$ cat config.mk
export PLATFORM = sky130hd
export DESIGN_NAME = blsl_cell
export DESIGN_NICKNAME = d
export VERILOG_FILES = /design/src/rtl/core/blsl_pkg.sv /design/src/rtl/core/blsl_cell.sv
export SDC_FILE = /design/constraint.sdc
export NUM_CORES = 1
export LEC_CHECK = 0
export BUFFER_PORTS_ARGS = -buffer_cell sky130_fd_sc_hd__buf_2
export CAP_MARGIN = 20
export CORE_MARGIN = 5
export CORE_UTILIZATION = 45
export CTS_CLUSTER_SIZE = 16
export DETAILED_ROUTE_END_ITERATION = 8
export GPL_ROUTABILITY_DRIVEN = 0
export GPL_TIMING_DRIVEN = 0
export PLACE_DENSITY = 0.8
export SLEW_MARGIN = 20
export SYNTH_ARGS = -nofsm -noshare
export SYNTH_HDL_FRONTEND = slang
export SYNTH_SLANG_ARGS = --single-unit
$ cat constraint.sdc
create_clock -name clock -period 3.99 [get_ports clock]
set_input_delay 0.399 -clock clock [delete_from_list [all_inputs] [get_ports clock]]
set_output_delay 0.399 -clock clock [all_outputs]
set_load 0.03 [all_outputs]
$ cat src/rtl/core/blsl_pkg.sv
// ----------------------------------------------------------------------------
// blsl_pkg
// Shared types and constants for the bounded sequence list engine: field
// widths, operation and status codes, and the control word of the cell chain.
// ----------------------------------------------------------------------------
`default_nettype none

package blsl_pkg;

   localparam int DEPTH_DEF   = 32;

   localparam int MODE_W      = 4;
   localparam int VALUE_W     = 32;
   localparam int POS_W       = 6;
   localparam int STATUS_W    = 3;
   localparam int FIDX_W      = 5;
   localparam int ECNT_W      = 6;

   localparam int REQ_TDATA_W = 48;
   localparam int RSP_TDATA_W = 48;

   typedef enum logic [MODE_W-1:0] {
      MODE_INS_FRONT   = 4'd0,
      MODE_INS_REAR    = 4'd1,
      MODE_INS_AT      = 4'd2,
      MODE_DEL_FRONT   = 4'd3,
      MODE_DEL_REAR    = 4'd4,
      MODE_DEL_AT      = 4'd5,
      MODE_DEL_KEY     = 4'd6,
      MODE_SEARCH      = 4'd7,
      MODE_INS_ORDERED = 4'd8,
      MODE_REVERSE     = 4'd9,
      MODE_READ_AT     = 4'd10
   } mode_type;

   typedef enum logic [STATUS_W-1:0] {
      STATUS_OK         = 3'd0,
      STATUS_EMPTY      = 3'd1,
      STATUS_FULL       = 3'd2,
      STATUS_BAD_POS    = 3'd3,
      STATUS_NOT_FOUND  = 3'd4,
      STATUS_NOT_SORTED = 3'd5
   } status_type;

   typedef enum logic [1:0] {
      CELL_HOLD,
      CELL_SHIFT_UP,
      CELL_SHIFT_DOWN
   } cell_op_type;

   typedef enum logic {
      CMP_EQUAL,
      CMP_NOT_LESS
   } cmp_type;

   typedef struct packed {
      cell_op_type         op;
      cmp_type             cmp;
      logic [VALUE_W-1:0]  word;
      logic [VALUE_W-1:0]  key;
   } cell_ctl_type;

   typedef enum logic [1:0] {
      SEQ_IDLE,
      SEQ_EXEC,
      SEQ_REVERSE
   } seq_state_type;

endpackage

`default_nettype wire

$ cat src/rtl/core/blsl_cell.sv
// ----------------------------------------------------------------------------
// blsl_cell
// One list slot. Holds one word, shifts it to or from its neighbors, and
// reports its compare, ordering and read results to the chain.
// ----------------------------------------------------------------------------
`default_nettype none

module blsl_cell #(
   parameter int DEPTH = blsl_pkg::DEPTH_DEF,
   parameter int IDX   = 0
) (
   input  wire                               clock,
   input  wire  blsl_pkg::cell_ctl_type      ctl,
   input  wire  [$clog2(DEPTH)-1:0]          pos,
   input  wire  [$clog2(DEPTH+1)-1:0]        count,
   input  wire  [$clog2(DEPTH)-1:0]          rd_idx,
   input  wire  [blsl_pkg::VALUE_W-1:0]      left_word,
   input  wire  [blsl_pkg::VALUE_W-1:0]      right_word,
   input  wire                               seen_in,
   output logic [blsl_pkg::VALUE_W-1:0]      word,
   output logic                              seen_out,
   output logic                              hit,
   output logic                              asc_ok,
   output logic [blsl_pkg::VALUE_W-1:0]      rd_word
);

   localparam int IW = $clog2(DEPTH);
   localparam int CW = $clog2(DEPTH+1);
   localparam logic [IW-1:0] IDX_C  = IW'(IDX);
   localparam logic [CW-1:0] IDX_N  = CW'(IDX);
   localparam logic [CW-1:0] IDX_N1 = CW'(IDX + 1);

   logic [blsl_pkg::VALUE_W-1:0] word_ff;
   logic [blsl_pkg::VALUE_W-1:0] word_in;
   logic                         valid;
   logic                         match;

   always_comb begin
      word_in = word_ff;
      case (ctl.op)
         blsl_pkg::CELL_SHIFT_UP: begin
            if (IDX_C == pos) begin
               word_in = ctl.word;
            end else if (IDX_C > pos) begin
               word_in = left_word;
            end
         end
         blsl_pkg::CELL_SHIFT_DOWN: begin
            if (IDX_C >= pos) begin
               word_in = right_word;
            end
         end
         default: begin
         end
      endcase
   end

   always_ff @(posedge clock) begin
      word_ff <= word_in;
   end

   always_comb begin
      valid = IDX_N < count;
      if (ctl.cmp == blsl_pkg::CMP_EQUAL) begin
         match = valid && (word_ff == ctl.key);
      end else begin
         match = valid && !($signed(word_ff) < $signed(ctl.key));
      end
      // Only the first matching slot of the chain reports a hit.
      hit      = match && !seen_in;
      seen_out = seen_in || match;
      asc_ok   = !(IDX_N1 < count) || ($signed(word_ff) < $signed(right_word));
      rd_word  = (IDX_C == rd_idx) ? word_ff : '0;
      word     = word_ff;
   end

endmodule

`default_nettype wire

==> run_results.csv <==
group,metric,value,unit
outcome,status,"complete, no violations",
pwr,vdd_drop_max,0.107,mV
critical_path,critPathTopFamily,"simple AND/OR/NAND/NOR gates",
detailed_routing,drc_errors,0,
critical_path,cp.required,3590,ps
cts,cts_tree,"built",
critical_path,cpPeakStageDelay,620,ps
global_routing,grt_pass1_wl,19100,um
synth,ys_types,40,
sta,hold_slack,399,ps
cts,clockBufferDepth,2,
sta,grt_setup_unrepaired,"false",
critical_path,crit_buf_inv,1,
layout,layoutNonFillerInstCount,745,
critical_path,cp.arrival,3090,ps
synth,synth.ff_latch_count,32,
sta,relSlewSlack,0.645,
critical_path,cp_slowest_cell,"or4_4",
sta,setup_viol,0,
critical_path,worst_setup_path_start_kind,"flip-flop",
global_routing,grt_pass1_vias,4117,
pwr,leakage,2.51,nW
sta,max_freq,287,MHz
synth,async_reset_ff_frac,0,
pwr,total_power,0.000895,W
synth,ys_warn_count,0,
detailed_routing,via_per_inst,5.17,
layout,areaGrowthSynthToFinish,37.0,%
critical_path,path_class,"flip-flop to primary output",
die,io_pins,216,
global_routing,gr-usage-all-layers,0.242,
layout,post-route-util,0.631,
synth,netlist_instances,417,
pwr,power_density,185,nW/um^2
synth,yosysSeqAreaShare,0.271,
layout,layout.nets,854,
place,dpl.cell_count,737,
die,dieWidth,98.7,um
detailed_routing,wl,11900,um
cts,cts_resized,0,
sta,slew_violations,0,
synth,synthDominantCellAreaShare,0.271,
global_routing,antenna_found_initial,1,
synth,synthTopCellsByCount,"64 x inv_1, 63 x ha_1, 45 x nand2_1",
die,dieArea,9740,um^2
detailed_routing,dr.pass1.iters,4,
cts,post_cts_buffers,0,
synth,yosys-top-cells-area,"edfxtp_1 27%, ha_1 22%, mux2i_1 9.0%",
sta,final-hold-violation-count,0,
critical_path,end_kind,"primary output",
sta,period_share,0.873,
synth,syn_area_per_cell,8.49,um^2
sta,worst_slew_pin_slew,529,ps
detailed_routing,via_count,3849,
detailed_routing,first_iter_violations,116,
layout,drive_gt1_frac,0.359,
detailed_routing,avgRoutedWirePerCell,15.9,um
critical_path,path_max_fanout,4,
cts,cts_inserted_buffers,5,
cts,cts_sinks,32,
layout,largest_reg_flops,32,
global_routing,grt_max_degree,11,
die,start_util,0.460,
place,port_buffers,215,
sta,setup_ws,505,ps
critical_path,path_cells,"ha_1 > nand4_1 > or4_4 > o21a_1 > and4b_1 > o311ai_1 > nor2_1 > buf_2",
cts,cts_root_buf,"clkbuf_8",
detailed_routing,ant_nets,0,
place,pre_cts_slack,768,ps
synth,synth_ff_type,"edfxtp_1",
place,hpwl,10300,um
job,drv_cap,0,
die,die_h,98.7,um
synth,synth_nets,629,
global_routing,grt_overflow_total,0,
die,core.rowCount,32,
synth,yosysTopAreaCell,"edfxtp_1",
min_path,hold_path_class,"input pin to flip-flop",
sta,period_minus_slack,3480,ps
synth,syn_area,3540,um^2
cts,clk_pin_slew,70,ps
cts,hold_buffers,0,
die,fp.coreArea,7690,um^2
cts,htreeDepth,2,
synth,synth_edf_count,32,
synth,synth_most_common_cell,"inv_1",
layout,n_antenna_cell,0,
## layer usage
layer / wire length, um / up-vias / track usage
met1: 4620 / 1744 / 0.270
met3: 918 / 22 / 0.0623
met4: 243 / 2 / 0.0672
li1: - / 1921 / -
met2: 6080 / 160 / 0.451
met5: 13 / - / 0
## worst paths after layout
path,cells after the start,endpoint,from
setup / recovery,8,hit,word[31]$_DFFE_PP_
hold / removal,3,word[29]$_DFFE_PP_,right_word[29]
## logic make-up after synthesis
kind of cell,count (synthesis),share of synthesized area
DFF,32,0.271
AOI/OAI and AO/OA,83,0.138
adders and majority gates,63,0.223
buffers and inverters,77,0.0848
muxes,32,0.0905
xor gates and xnor gates,1,0.00247
and+or+nand+nor,129,0.191
## final cells by class
type	instances	area (um^2)
clock buffer	7	76.3
fill	705	2840
buffer	13	60.1
timing repair buffer	218	1100
inverter	64	240
clock inverter	1	3.75
sequential	32	961
multi-input combinational	308	2280
tap	102	128
## worst min-delay path: cells and delay by family
family                 cells  cell delay (ps)
buffers and inverters      1               80
AO/OA/AOI/OAI              1               50
AND/OR/NAND/NOR            1               40
## metrics by stage
stage                     instance area, um^2  setup TNS (ps)
after floorplan                          3540               0
after global placement                   4740          -25500
after detailed placement                 4770               0
after CTS                                4850               0
after global routing                     4850               0
final                                    4850               0
## where the power goes
group,switching (W),internal (W)
combinational,0.000141,0.000125
sequential,0.00000486,0.000378
clock,0.000124,0.000122
total,0.000270,0.000625
## cell usage in the layout, fill, tap and decap left out, types with 4 or more instances in the layout
| cell | synthesis | layout |
|---|---|---|
| a21oi_1 | 18 | 18 |
| and2_1 | 31 | 31 |
| buf_2 | 0 | 215 |
| buf_4 | 3 | 6 |
| clkbuf_1 | 10 | 12 |
| clkbuf_8 | 0 | 5 |
| edfxtp_1 | 32 | 32 |
| ha_1 | 63 | 63 |
| inv_1 | 64 | 64 |
| mux2i_1 | 32 | 32 |
| nand2_1 | 45 | 45 |
| nand4_1 | 11 | 11 |
| nor2_1 | 12 | 12 |
| nor2b_1 | 6 | 6 |
| nor3_1 | 9 | 8 |
| o21a_1 | 4 | 4 |
| o21ai_0 | 42 | 42 |
Note: power is estimated with default switching activity, not from simulation.
